<file path="src/sign_magnitude_accumulator_alu_unit_defines.svh">
// assertion helpers for the accumulator alu
`ifndef SIGN_MAGNITUDE_ACCUMULATOR_ALU_UNIT_DEFINES_SVH
`define SIGN_MAGNITUDE_ACCUMULATOR_ALU_UNIT_DEFINES_SVH

// same-cycle implication
`define SMA_ASSERT_IMP(lbl, ante, cons) \
  lbl: assert property (@(posedge clk_i) disable iff (!rst_ni) (ante) |-> (cons)) \
    else $error("sma assertion failed");

// next-cycle implication
`define SMA_ASSERT_NEXT(lbl, ante, cons) \
  lbl: assert property (@(posedge clk_i) disable iff (!rst_ni) (ante) |=> (cons)) \
    else $error("sma assertion failed");

`endif

</file>
<file path="src/sma_pkg.sv">
package sma_pkg;

  localparam int unsigned AddrWidthDef = 7;
  localparam int unsigned KindW        = 7;
  localparam int unsigned WordW        = 15;
  localparam int unsigned MagW         = 14;
  localparam int unsigned StatW        = 2;
  localparam int unsigned CntW         = $clog2(MagW + 1);

  localparam logic [KindW-1:0] KIND_ADD = 7'h30;
  localparam logic [KindW-1:0] KIND_SUB = 7'h31;
  localparam logic [KindW-1:0] KIND_DIV = 7'h32;
  localparam logic [KindW-1:0] KIND_MUL = 7'h33;
  localparam logic [KindW-1:0] KIND_SHL = 7'h67;

  typedef enum logic [2:0] {
    OP_ADD,
    OP_SUB,
    OP_DIV,
    OP_MUL,
    OP_SHL,
    OP_BAD
  } sma_op_e;

  typedef enum logic [StatW-1:0] {
    STAT_OK    = 2'd0,
    STAT_OVF   = 2'd1,
    STAT_BADOP = 2'd2,
    STAT_DIV0  = 2'd3
  } sma_status_e;

  typedef enum logic [1:0] {
    S_IDLE,
    S_RUN,
    S_DONE
  } sma_state_e;

endpackage

</file>
<file path="src/sign_magnitude_accumulator_alu_unit.sv">
// add, sub, bad opcode, divide by zero and shifts of a zero word or by 14 or more
//   go from input accept straight to the done state; the serial ops run a
//   one-bit-per-cycle shift-add / restoring-divide / shift loop on a 4-bit step
//   counter (14 for multiply and divide, acc for a nonzero word shifted by less than 14)
// flow: one word at a time; the next is accepted once the result is loaded
// reset: asynchronous active low, clears accumulator, state and output valid
`include "sign_magnitude_accumulator_alu_unit_defines.svh"

module sign_magnitude_accumulator_alu_unit
  import sma_pkg::*;
#(
  parameter int unsigned ADDRESS_WIDTH = AddrWidthDef,
  localparam int unsigned SW = ((WordW + ADDRESS_WIDTH + 7) / 8) * 8,
  localparam int unsigned OW = ((WordW + 1 + ADDRESS_WIDTH + MagW + StatW + 7) / 8) * 8
) (
  input  logic             clk_i,
  input  logic             rst_ni,
  input  logic             s_axis_tvalid,
  output logic             s_axis_tready,
  // operand_word, operand_address
  input  logic [SW-1:0]    s_axis_tdata,
  // kind
  input  logic [KindW-1:0] s_axis_tuser,
  output logic             m_axis_tvalid,
  input  logic             m_axis_tready,
  // acc_value, mem_write, mem_write_address, mem_write_data, status
  output logic [OW-1:0]    m_axis_tdata
);

  localparam int unsigned PW = WordW + 1 + ADDRESS_WIDTH + MagW + StatW;

  sma_state_e               state_q, state_d;
  sma_op_e                  op_q, op_d;
  logic [WordW-1:0]         acc_q, acc_d;
  logic [MagW+1:0]          a_q, a_d;
  logic [MagW-1:0]          b_q, b_d;
  logic [MagW-1:0]          d_q, d_d;
  logic                     sgn_q, sgn_d;
  logic                     wsgn_q, wsgn_d;
  logic                     ovf_q, ovf_d;
  logic [ADDRESS_WIDTH-1:0] addr_q, addr_d;
  logic [CntW-1:0]          cnt_q, cnt_d;
  logic                     m_valid_q, m_valid_d;
  logic [OW-1:0]            m_data_q, m_data_d;
  logic                     load;

  logic [WordW-1:0]         in_word;
  logic [ADDRESS_WIDTH-1:0] in_addr;
  logic                     acc_big;

  logic [MagW+1:0]          mul_t;
  logic [MagW:0]            div_r;
  logic                     div_ge;

  logic                     sb_eff;
  logic [MagW:0]            as_sum;
  logic                     as_ge;
  logic [MagW-1:0]          as_diff;
  logic [MagW:0]            as_mag;
  logic                     as_sgn;

  logic [WordW-1:0]         res_acc;
  sma_status_e              res_stat;
  logic                     res_wr;

  assign in_word = s_axis_tdata[WordW-1:0];
  assign in_addr = s_axis_tdata[WordW+ADDRESS_WIDTH-1:WordW];
  assign acc_big = (acc_q[WordW-1:4] != '0) || (acc_q[3:0] >= 4'(MagW));

  // one bit per step for each serial op
  assign mul_t  = {a_q[MagW:0], 1'b0} + {2'b00, (b_q[MagW-1] ? d_q : '0)};
  assign div_r  = {a_q[MagW-1:0], b_q[MagW-1]};
  assign div_ge = div_r >= {1'b0, d_q};

  // sign-magnitude add and subtract
  always_comb begin
    sb_eff  = wsgn_q ^ (op_q == OP_SUB);
    as_sum  = {1'b0, acc_q[MagW-1:0]} + {1'b0, d_q};
    as_ge   = acc_q[MagW-1:0] >= d_q;
    as_diff = as_ge ? (acc_q[MagW-1:0] - d_q) : (d_q - acc_q[MagW-1:0]);
    if (acc_q[MagW] == sb_eff) begin
      as_mag = as_sum;
      as_sgn = acc_q[MagW];
    end else begin
      as_mag = {1'b0, as_diff};
      as_sgn = as_ge ? acc_q[MagW] : sb_eff;
    end
    if (as_mag == '0) begin
      as_sgn = 1'b0;
    end
  end

  always_comb begin
    res_acc  = acc_q;
    res_stat = STAT_OK;
    res_wr   = 1'b0;
    case (op_q)
      OP_ADD, OP_SUB: begin
        if (as_mag[MagW]) begin
          res_stat = STAT_OVF;
        end else begin
          res_acc = {as_sgn, as_mag[MagW-1:0]};
        end
      end
      OP_DIV: begin
        if (d_q == '0) begin
          res_stat = STAT_DIV0;
        end else begin
          res_acc = {sgn_q, b_q};
        end
      end
      OP_MUL: begin
        if (ovf_q) begin
          res_stat = STAT_OVF;
        end else begin
          res_acc = {sgn_q, a_q[MagW-1:0]};
        end
      end
      OP_SHL: begin
        if (ovf_q) begin
          res_stat = STAT_OVF;
        end else begin
          res_wr = 1'b1;
        end
      end
      default: begin
        res_stat = STAT_BADOP;
      end
    endcase
  end

  always_comb begin
    state_d   = state_q;
    op_d      = op_q;
    acc_d     = acc_q;
    a_d       = a_q;
    b_d       = b_q;
    d_d       = d_q;
    sgn_d     = sgn_q;
    wsgn_d    = wsgn_q;
    ovf_d     = ovf_q;
    addr_d    = addr_q;
    cnt_d     = cnt_q;
    load      = 1'b0;
    s_axis_tready = (state_q == S_IDLE);

    unique case (state_q)
      S_IDLE: begin
        if (s_axis_tvalid) begin
          addr_d = in_addr;
          sgn_d  = acc_q[MagW] ^ in_word[MagW];
          wsgn_d = in_word[MagW];
          ovf_d  = 1'b0;
          cnt_d  = '0;
          a_d    = '0;
          b_d    = acc_q[MagW-1:0];
          d_d    = in_word[MagW-1:0];
          unique case (s_axis_tuser)
            KIND_ADD: op_d = OP_ADD;
            KIND_SUB: op_d = OP_SUB;
            KIND_DIV: begin
              op_d = OP_DIV;
              if (in_word[MagW-1:0] != '0) begin
                cnt_d = CntW'(MagW);
              end
            end
            KIND_MUL: begin
              op_d = OP_MUL;
              b_d  = in_word[MagW-1:0];
              d_d  = acc_q[MagW-1:0];
              cnt_d = CntW'(MagW);
            end
            KIND_SHL: begin
              op_d = OP_SHL;
              a_d  = {1'b0, in_word};
              if (in_word != '0) begin
                ovf_d = acc_big || in_word[MagW];
                if (!acc_big) begin
                  cnt_d = acc_q[CntW-1:0];
                end
              end
            end
            default: op_d = OP_BAD;
          endcase
          state_d = (cnt_d == '0) ? S_DONE : S_RUN;
        end
      end
      S_RUN: begin
        case (op_q)
          OP_MUL: begin
            if (!ovf_q) begin
              a_d   = mul_t;
              ovf_d = mul_t[MagW+1:MagW] != '0;
            end
            b_d = {b_q[MagW-2:0], 1'b0};
          end
          OP_DIV: begin
            a_d = div_ge ? {1'b0, div_r - {1'b0, d_q}} : {1'b0, div_r};
            b_d = {b_q[MagW-2:0], div_ge};
          end
          default: begin
            ovf_d = ovf_q | a_q[MagW-1];
            a_d   = {a_q[MagW:0], 1'b0};
          end
        endcase
        cnt_d = cnt_q - 1'b1;
        if (cnt_q == CntW'(1)) begin
          state_d = S_DONE;
        end
      end
      S_DONE: begin
        if (!m_valid_q || m_axis_tready) begin
          load    = 1'b1;
          acc_d   = res_acc;
          state_d = S_IDLE;
        end
      end
      default: state_d = S_IDLE;
    endcase
  end

  always_comb begin
    m_valid_d = m_valid_q;
    m_data_d  = m_data_q;
    if (load) begin
      m_valid_d = 1'b1;
      m_data_d  = OW'({res_stat,
                       (res_wr ? a_q[MagW-1:0] : {MagW{1'b0}}),
                       (res_wr ? addr_q : {ADDRESS_WIDTH{1'b0}}),
                       res_wr,
                       res_acc});
    end else if (m_axis_tready) begin
      m_valid_d = 1'b0;
    end
  end

  always_ff @(posedge clk_i or negedge rst_ni) begin
    if (!rst_ni) begin
      state_q   <= S_IDLE;
      acc_q     <= '0;
      cnt_q     <= '0;
      m_valid_q <= 1'b0;
    end else begin
      state_q   <= state_d;
      acc_q     <= acc_d;
      cnt_q     <= cnt_d;
      m_valid_q <= m_valid_d;
    end
  end

  always_ff @(posedge clk_i) begin
    op_q     <= op_d;
    a_q      <= a_d;
    b_q      <= b_d;
    d_q      <= d_d;
    sgn_q    <= sgn_d;
    wsgn_q   <= wsgn_d;
    ovf_q    <= ovf_d;
    addr_q   <= addr_d;
    m_data_q <= m_data_d;
  end

  assign m_axis_tvalid = m_valid_q;
  assign m_axis_tdata  = m_data_q;

  `SMA_ASSERT_NEXT(a_accept_busy, s_axis_tvalid && s_axis_tready, state_q != S_IDLE)
  `SMA_ASSERT_IMP(a_run_cnt, state_q == S_RUN, cnt_q != '0)
  `SMA_ASSERT_NEXT(a_acc_hold, !load, $stable(acc_q))
  `SMA_ASSERT_IMP(a_wr_ok, load && res_wr, res_stat == STAT_OK && PW <= OW)

endmodule
</file>
<file path="config.mk">
export PLATFORM = sky130hd
export DESIGN_NAME = sign_magnitude_accumulator_alu_unit
export DESIGN_NICKNAME = d
export VERILOG_FILES = /design/src/sma_pkg.sv /design/src/sign_magnitude_accumulator_alu_unit.sv
export VERILOG_INCLUDE_DIRS = /design/src /design/src/src
export SDC_FILE = /design/constraint.sdc
export NUM_CORES = 1
export LEC_CHECK = 0
export CAP_MARGIN = 20
export CORE_MARGIN = 2
export CORE_UTILIZATION = 40
export CTS_CLUSTER_SIZE = 24
export DETAILED_ROUTE_END_ITERATION = 12
export DONT_BUFFER_PORTS = 1
export GPL_TIMING_DRIVEN = 0
export SYNTH_ARGS = -nofsm -noshare
export SYNTH_HDL_FRONTEND = slang
export SYNTH_SLANG_ARGS = --single-unit
</file>
<file path="constraint.sdc">
create_clock -name clk_i -period 7.3 [get_ports clk_i]
set_input_delay 0.365 -clock clk_i [delete_from_list [all_inputs] [get_ports clk_i]]
set_output_delay 0.365 -clock clk_i [all_outputs]
set_load 0.01 [all_outputs]
</file>
# Yosys cells after proc, flatten, opt, wreduce, memory -nomap -nowiden
# Index checks and enable logic that the tools add are counted.
dict set report classes {
  magnitude_cmp 3
  n_mux 51
  n_eq_ne 19
  n_bitwise 3
  reduce_logical 24
  add_sub_neg 6
}
# cell n
set op_table {}
lappend op_table {{2-to-1 mux 15 bit} 8}
lappend op_table {{2-to-1 mux 14 bit} 5}
lappend op_table {{one-hot mux 15 bit (2 select lines)} 2}
lappend op_table {{one-hot mux 14 bit (2 select lines)} 2}
lappend op_table {{one-hot mux 15 bit (3 select lines)} 1}
lappend op_table {{== test 7 x 6 -> 1 bit (second input constant)} 4}
lappend op_table {{subtractor 14 bit} 2}
lappend op_table {{2-to-1 mux 4 bit} 6}
lappend op_table {{adder 16 x 14 -> 16 bit} 1}
lappend op_table {{adder 14 x 14 -> 15 bit} 1}
lappend op_table {{>= comparator 15 x 14 -> 1 bit} 1}
lappend op_table {{zero test 15 bit} 1}
lappend op_table {{2-to-1 mux 1 bit} 15}
lappend op_table {{one-hot mux 3 bit (5 select lines)} 1}
lappend op_table {{nonzero test 15 bit} 1}
lappend op_table {{subtractor 15 x 14 -> 15 bit} 1}
lappend op_table {{>= comparator 14 bit} 1}
lappend op_table {{zero test 14 bit} 1}
lappend op_table {{nonzero test 14 bit} 1}
lappend op_table {{one-hot mux 2 bit (3 select lines)} 2}
lappend op_table {{one-hot mux 4 bit (3 select lines)} 1}
lappend op_table {{AND reduction 3 bit} 4}
lappend op_table {{nonzero test 11 bit} 1}
lappend op_table {{2-to-1 mux 2 bit} 5}
lappend op_table {{25 further kinds} 38}
dict set report totals {
  wordCells 120
  ff_bits 117
}

# Longest topological paths before layout
# Gate-level depths: netlist of run 1.
dict set report logic_depth {
  ltp_word 11
  ltp_mapped 15
  mapped_depth_nobuf 14
}

# Worst setup path after synthesis of run 1
# No wires, ideal clock.
dict set report synth_path {
  path_type {flip-flop to flip-flop}
  startpoint {register acc_q[1]}
  endpoint {register m_data_q[14] (netlist: m_axis_tdata[14]), data pin}
  t_arrival_ns 3.474
  required_ns 7.046
  n_path_buf 1
  setup_slack_ns 3.573
  path_stages_with_launch 14
  synth_period_minus_slack_ns 3.727
  cell_sequence {dfrtp_1 > inv_1 > ha_1 > and4_1 > and4_4 > or2_4 > nor3_4 > buf_6 > mux2_4 > a21oi_2 > xnor2_1 > or4b_1 > or3_1 > a21o_1}
}
dict set report synth_between {
  elab_chain_cells 7
  word_cells_on_any_way 12
}
# element line
set synth_lines {}
lappend synth_lines {{start: declaration} sign_magnitude_accumulator_alu_unit.sv:34} ;# logic [WordW-1:0] acc_q, acc_d;
lappend synth_lines {{start signal: assignment} sign_magnitude_accumulator_alu_unit.sv:240} ;# acc_q <= '0;
lappend synth_lines {{start signal: assignment} sign_magnitude_accumulator_alu_unit.sv:245} ;# acc_q <= acc_d;
lappend synth_lines {{subtractor 14 bit / >= comparator 14 bit (equally long branches)} {sign_magnitude_accumulator_alu_unit.sv:80, sign_magnitude_accumulator_alu_unit.sv:79}}
lappend synth_lines {{2-to-1 mux 14 bit} sign_magnitude_accumulator_alu_unit.sv:80} ;# as_diff = as_ge ? (acc_q[MagW-1:0] - d_q) : (d_q - acc_q[MagW-1:0]);
lappend synth_lines {{2-to-1 mux 15 bit} sign_magnitude_accumulator_alu_unit.sv:81} ;# if (acc_q[MagW] == sb_eff) begin
lappend synth_lines {{zero test 15 bit} sign_magnitude_accumulator_alu_unit.sv:88} ;# if (as_mag == '0) begin
lappend synth_lines {{2-to-1 mux 1 bit} sign_magnitude_accumulator_alu_unit.sv:88}
lappend synth_lines {{2-to-1 mux 15 bit *} sign_magnitude_accumulator_alu_unit.sv:99} ;# if (as_mag[MagW]) begin
lappend synth_lines {{one-hot mux 15 bit (3 select lines) *} sign_magnitude_accumulator_alu_unit.sv:97} ;# case (op_q)
lappend synth_lines {{net res_acc[14]} sign_magnitude_accumulator_alu_unit.sv:62} ;# logic [WordW-1:0] res_acc;
lappend synth_lines {{end signal: assignment} sign_magnitude_accumulator_alu_unit.sv:260} ;# m_data_q <= m_data_d;
lappend synth_lines {{end: declaration} sign_magnitude_accumulator_alu_unit.sv:44} ;# logic [OW-1:0] m_data_q, m_data_d;
# The timed path passes the listed nets; every way through them passes the cells marked *.
# A chain may end at the register's enable or synchronous reset.

# Worst setup path after layout of run 1
dict set report layout_path {
  startpoint {register b_q[13]}
  endpoint {register a_q[0], data pin}
}
dict set report layout_between {
  elab_chain_cells 5
  word_cells_on_any_way 8
}
# element line
set layout_lines {}
lappend layout_lines {{start: declaration} sign_magnitude_accumulator_alu_unit.sv:36} ;# logic [MagW-1:0] b_q, b_d;
lappend layout_lines {{start signal: assignment} sign_magnitude_accumulator_alu_unit.sv:254} ;# b_q <= b_d;
lappend layout_lines {{2-to-1 mux 14 bit} sign_magnitude_accumulator_alu_unit.sv:71} ;# assign mul_t = {a_q[MagW:0], 1'b0} + {2'b00, (b_q[MagW-1] ? d_q : '0)};
lappend layout_lines {{adder 16 x 14 -> 16 bit} sign_magnitude_accumulator_alu_unit.sv:71}
lappend layout_lines {{2-to-1 mux 15 bit} sign_magnitude_accumulator_alu_unit.sv:191} ;# if (!ovf_q) begin
lappend layout_lines {{one-hot mux 15 bit (2 select lines) *} sign_magnitude_accumulator_alu_unit.sv:189} ;# case (op_q)
lappend layout_lines {{one-hot mux 15 bit (2 select lines) *} sign_magnitude_accumulator_alu_unit.sv:147} ;# unique case (state_q)
lappend layout_lines {{net a_d[0]} sign_magnitude_accumulator_alu_unit.sv:35} ;# logic [MagW+1:0] a_q, a_d;
lappend layout_lines {{end signal: assignment} sign_magnitude_accumulator_alu_unit.sv:253} ;# a_q <= a_d;
lappend layout_lines {{end: declaration} sign_magnitude_accumulator_alu_unit.sv:35}
# The timed path passes the listed nets; every way through them passes the cells marked *. The select of a mux whose other input is x is not followed.

==> results of run 1 <==
-- sequential cells by signal, indices dropped and copies added, names as in the netlist --
name / count
d_q: 14
state_q: 2
sgn_q: 1
wsgn_q: 1
addr_q: 7
ovf_q: 1
a_q: 15
m_axis_tdata: 39
cnt_q: 4
m_axis_tvalid: 1
op_q: 3
b_q: 14
acc_q: 15
-- worst max-delay path, cell delays in order, from the launching register on --
cell and delay [ps]:
edfxtp_1 520, inv_1 200, buf_1 440, ha_1 280, nor2b_1 50, o21ai_0 190, a21boi_0 210, o21ai_0 220
o21ai_0 260, a221oi_1 660, buf_2 320, clkbuf_1 480, o21ai_0 160, a22oi_1 220, o21ai_0 110
-- final timing paths --
path / from / end / slack [ps] / cells past startpoint
max in group asynchronous: rst_ni / acc_q[13] / 6760 / 2
worst min-delay path: s_axis_tdata[21] / addr_q[6] / 30 / 0
worst min register to register: addr_q[3] / m_axis_tdata[19] / 520 / 1
worst max register to register: b_q[13] / a_q[0] / 2720 / 14
worst max-delay path: b_q[13] / a_q[0] / 2720 / 14
min in group asynchronous: rst_ni / cnt_q[2] / 360 / 2
-- power by group through the flow --
stage	Clock (mW)	Combinational, mW	Sequential (mW)
final	0.811	1.88	1.10
after global placement	0	1.81	1.11
after floorplan	0	1.34	1.04
after detailed placement	0	1.83	1.11
after global routing	0.839	2.06	1.11
after CTS	0.812	1.84	1.09
-- synthesized netlist by cell type, types with 14 or more instances --
| cell type | instances |
|---|---|
| nand3_1 | 16 |
| a31oi_1 | 15 |
| inv_1 | 61 |
| a21oi_1 | 98 |
| and2_1 | 24 |
| clkbuf_1 | 42 |
| o21ai_0 | 100 |
| dfrtp_1 | 22 |
| a21o_1 | 21 |
| xnor2_1 | 21 |
| nand2_1 | 105 |
| ha_1 | 72 |
| edfxtp_1 | 95 |
| nor2_1 | 80 |
| nor2b_1 | 16 |
| mux2_2 | 16 |
| mux2i_1 | 27 |
| nor4_1 | 14 |
| nand4_1 | 16 |
| nor3_1 | 16 |
-- cell type report --
cell class	count	area, µm²	share of cell area, %
sequential	117	3400	31.8
clock inverter	15	134	1.25
timing repair buffer	6	87.6	0.818
buffer	57	249	2.33
multi-input combinational	853	5780	54.0
inverter	61	229	2.14
clock buffer	17	425	3.97
tap	319	399	3.73
-- cells by family after synthesis --
| family | share of synthesized area (%) |
|---|---|
| buf+inv | 4.94 |
| simple gates | 17.5 |
| fa+ha+maj | 10.4 |
| mux | 4.82 |
| xor+xnor | 3.42 |
| other cells | 0.0389 |
| compound gates | 23.7 |
| flops | 35.3 |
-- timing repair --
action	CTS	global route
hold endpoints to repair	22	0
setup endpoints to repair	0	0
resized for setup	0	0
hold buffers	2	0
-- per-layer routing --
metal / routed length [µm] / part of all wire, % / GRT usage [%] / up-vias
met3: 3320 / 10 / 5.26 / 50
li1: - / - / - / 4088
met1: 14500 / 44 / 36.8 / 4270
met4: 640 / 1.9 / 6.24 / 0
met2: 14500 / 44 / 39.2 / 511
met5: 0 / 0 / 0 / -
==> results.sh, run 1 <==
export IMPL_fin_tns_setup_ps=0
export IMPL_clock_fmax_mhz=218
export IMPL_clkPwrFrac_pct=21.4
export IMPL_start_kind="register"
export IMPL_cp_max_fo=10
export IMPL_power_total_mw=3.79
export IMPL_p_sw_share_pct=45.1
export IMPL_holdCritPathClass="in2reg"
export IMPL_core_um2=23600
export IMPL_dieArea_um2=25400
export IMPL_dpl_worst_slack_ps=2540
export IMPL_design_area_um2=10700
export IMPL_comb_power_share_pct=49.7
export IMPL_required_ps=7460
export IMPL_crit_path_end_kind="register"
export IMPL_ys_seq_area_share_pct=35.3
export IMPL_cp_arrival_ps=4740
export IMPL_min_period_ps=4580
export IMPL_wl_per_cell_um=22.8
export IMPL_grt_start_max_net_pins=37
export IMPL_instances_no_fill=1445
export IMPL_synth_area_leaders="edfxtp_1 30%, ha_1 9.3%, dfrtp_1 5.7%, o21ai_0 5.2%, a21oi_1 5.1%"
export IMPL_maxCapViolCount=0
export IMPL_syn_avg_cell_area_um2=8.87
export IMPL_route_detailed_drc=0
export IMPL_grt_pass1_wl_mm=49.8
export IMPL_tightest_slew_ps=995
export IMPL_first_global_vias=8223
export IMPL_power_density_nw_per_um2=354
export IMPL_synthesis_nets=1200
export IMPL_nets=1225
export IMPL_die_h_um=159
export IMPL_synth_cell_types=85
export IMPL_cts_made_buffers=17
export IMPL_drt_antenna_violating_nets=0
export IMPL_io_buffers=0
export IMPL_cts_tree="done"
export IMPL_cts_buffer_depth=2
export IMPL_synth_main_ff_cell="edfxtp_1"
export IMPL_utilization_pct=45.3
export IMPL_placed_cells=1409
export IMPL_status="finished, final reports clean"
export IMPL_clkSinkCount=117
export IMPL_syn_instance_count=1088
export IMPL_root_buffer="clkbuf_16"
export IMPL_fin_ws_ps=2720
export IMPL_initial_core_util_pct=40.9
export IMPL_synth_seq_cells=117
export IMPL_slew_violations=0
export IMPL_holdWs_ps=28.9
export IMPL_overflow=0
export IMPL_total_leakage_power_nw=4.28
export IMPL_vias=8919
export IMPL_row_count=56
export IMPL_final_cell_mix="105 x nand2_1, 100 x o21ai_0, 98 x a21oi_1"
export IMPL_clkLatencyLatePin_ps=440
export IMPL_syn_to_final_growth_pct=10.9
export IMPL_hold_violations=0
export IMPL_die_x_um=159
export IMPL_yosysTopAreaCellShare_pct=29.6
export IMPL_place_congestion=0.912
export IMPL_dp_hpwl_mm=25.5
export IMPL_routed_wl_mm=32.9
export IMPL_drt_iter0_drc=1096
export IMPL_syn_cell_area_um2=9650
export IMPL_synthArstFlopShare_pct=18.8
export IMPL_ys_warn_count=0
export IMPL_seqPwrFrac_pct=28.9
export IMPL_power_switching_mw=1.71
export IMPL_place_area_um2=10100
export IMPL_antenna_found_initial=0
export IMPL_cts_max_level=4
export IMPL_setup_viol=0
export IMPL_antenna_cells=0
export IMPL_grt_usage_pct=25.5
export IMPL_clk_pin_slew_worst_paths_ps=60
export IMPL_fill_cells=2324
export IMPL_ios=77
export IMPL_synth_edf_count=95
export IMPL_drive_gt1_share_pct=8.08
export IMPL_via_per_inst=6.17
export IMPL_first_pass_iters=6
export IMPL_fin_crit_sh_pct=62.8
export IMPL_postCtsSetupBuffers=0
export IMPL_layout_commonest_cell="nand2_1"
export IMPL_fin_skew_ps=12.2
export IMPL_critPathKind="reg2reg"
export IMPL_rsz0062_at_grt="no"
export IMPL_slew_limit_headroom_pct=33.5
export IMPL_irDropWorstVdd_v=0.000189
export IMPL_p_int_mw=2.08
export IMPL_yosys_area_top_type="edfxtp_1"
Power figures use the tool's default switching activity.
==> inputs of run 2 (changes only) <==
==> constraint.sdc (replaced) <==
create_clock -name clk_i -period 4.5 [get_ports clk_i]
set_input_delay 0.225 -clock clk_i [delete_from_list [all_inputs] [get_ports clk_i]]
set_output_delay 0.225 -clock clk_i [all_outputs]
set_load 0.01 [all_outputs]
==> run 2 against run 1 <==
  * Clock skew decreased by 1.3 ps
  * Sequential share of layout area decreased by 0.70 points
  * Cell count increased by 1.2%
  * Total power increased by 64%
  * Combinational power increased by 65%
  * Non-clock buffer count increased by 18
  * Routed wire length increased by 1.5%
  * Clock-buffer cell count unchanged
  * Largest power group unchanged
==> results.sh, run 2 (same netlist as run 1, synthesis figures left out) <==
export IMPL_status="finished, final reports clean"
export IMPL_clkLatencyLatePin_ps=440
export IMPL_antenna_cells=0
export IMPL_cp_arrival_ps=4490
export IMPL_instances_no_fill=1463
export IMPL_slew_violations=0
export IMPL_nets=1243
export IMPL_overflow=0
export IMPL_core_um2=23600
export IMPL_cp_max_fo=10
export IMPL_ios=77
export IMPL_rsz0062_at_grt="no"
export IMPL_holdCritPathClass="in2reg"
export IMPL_vias=9039
export IMPL_cts_buffer_depth=2
export IMPL_clkSinkCount=117
export IMPL_use_met2_pct=39.9
export IMPL_initial_core_util_pct=40.9
export IMPL_fin_tns_setup_ps=0
export IMPL_required_ps=4690
export IMPL_largest_reg_flops=39
export IMPL_clock_fmax_mhz=233
export IMPL_critPathKind="reg2reg"
export IMPL_wl_per_cell_um=22.8
export IMPL_postCtsSetupBuffers=0
export IMPL_min_period_ps=4300
export IMPL_place_area_um2=10100
export IMPL_drt_iter0_drc=1093
export IMPL_drt_antenna_violating_nets=0
export IMPL_start_kind="register"
export IMPL_fin_crit_sh_pct=95.5
export IMPL_drive_gt1_share_pct=8.74
export IMPL_met3_usage_pct=4.66
export IMPL_design_area_um2=11000
export IMPL_irDropWorstVdd_v=0.000313
export IMPL_grt_use_met1_pct=37.7
export IMPL_power_density_nw_per_um2=566
export IMPL_die_x_um=159
export IMPL_crit_path_end_kind="register"
export IMPL_die_h_um=159
export IMPL_cts_tree="done"
export IMPL_maxCapViolCount=0
export IMPL_slew_limit_headroom_pct=32.5
export IMPL_first_global_vias=8359
export IMPL_layout_commonest_cell="nand2_1"
export IMPL_dp_hpwl_mm=25.5
export IMPL_syn_to_final_growth_pct=13.5
export IMPL_root_buffer="clkbuf_16"
export IMPL_hold_violations=0
export IMPL_grt_pass1_wl_mm=50.7
export IMPL_cts_made_buffers=17
export IMPL_setup_viol=0
export IMPL_io_buffers=0
export IMPL_clk_pin_slew_worst_paths_ps=60
export IMPL_grt_start_max_net_pins=37
export IMPL_routed_wl_mm=33.4
export IMPL_gr_max_usage_layer="met2"
export IMPL_via_per_inst=6.18
export IMPL_final_cell_mix="105 x nand2_1, 99 x o21ai_0, 98 x a21oi_1"
export IMPL_tightest_slew_ps=1010
export IMPL_antenna_found_initial=0
export IMPL_placed_cells=1409
export IMPL_place_congestion=0.912
export IMPL_route_detailed_drc=0
export IMPL_total_leakage_power_nw=4.36
export IMPL_cts_max_level=4
export IMPL_row_count=56
export IMPL_first_pass_iters=6
export IMPL_grt_usage_pct=25.9
export IMPL_fin_skew_ps=10.9
export IMPL_reg2reg_slack_ps=200
export IMPL_dieArea_um2=25400
-- run 2: repair_timing --
item                       4_1_cts  5_1_grt
setup endpoints to repair       11       13
gates resized for setup          1       17
hold buffers                    21        0
hold endpoints to repair        42        0
-- run 2: area by class of cell --
cell class	instances	area (µm²)
repair buffers	24	273
well taps	319	399
inverters	61	229
clock inverters	15	134
fillers	2315	12700
multi-input cells	853	5830
flip-flops and latches	117	3410
plain buffers	57	254
clock buffers	17	425
-- run 2: per-layer routing --
| layer | wire [µm] | share of wire [%] |
|---|---|---|
| met1 | 14600 | 44 |
| met2 | 14800 | 44 |
| met3 | 3350 | 10 |
| met4 | 724 | 2.2 |
| met5 | 0 | 0 |
-- run 2: where the power goes --
part | switching [mW] | total (mW) | leakage [nW] | internal (mW)
Clock | 0.555 | 1.31 | 0.259 | 0.759
Sequential | 0.310 | 1.78 | 1.18 | 1.47
Combinational | 1.94 | 3.11 | 2.92 | 1.17
-- run 2: critical path, cell delays in order, from the launching register on --
cell	delay (ps)
dfrtp_1	570
inv_1	220
ha_1	330
buf_4	170
and3_4	210
and4_4	200
or2_4	270
nor3_4	210
buf_6	190
mux2i_1	300
o211ai_1	170
or4b_1	620
or3_1	400
a21o_1	190
-- run 2: worst paths after layout --
kind	startpoint	endpoint	cells after the start
hold / removal	s_axis_tdata[6]	d_q[6]	2
setup / recovery	acc_q[2]	m_axis_tdata[14]	13
min in group asynchronous	rst_ni	cnt_q[2]	2
hold reg to reg	addr_q[3]	m_axis_tdata[19]	1
setup reg to reg	acc_q[2]	m_axis_tdata[14]	13
max in group asynchronous	rst_ni	acc_q[1]	2
-- run 2: stage by stage --
step                hold slack [ps]  total power [mW]  util, %  setup slack (ps)
floorplan                     -70.6              3.86        -               773
global placement              -69.9              4.72     42.6              -227
detailed placement            -69.9              4.76     42.7              -263
CTS                           0.440              6.09     46.0              39.3
global route                   11.6              6.55     46.4              3.68
finish                         2.36              6.20     46.4               200
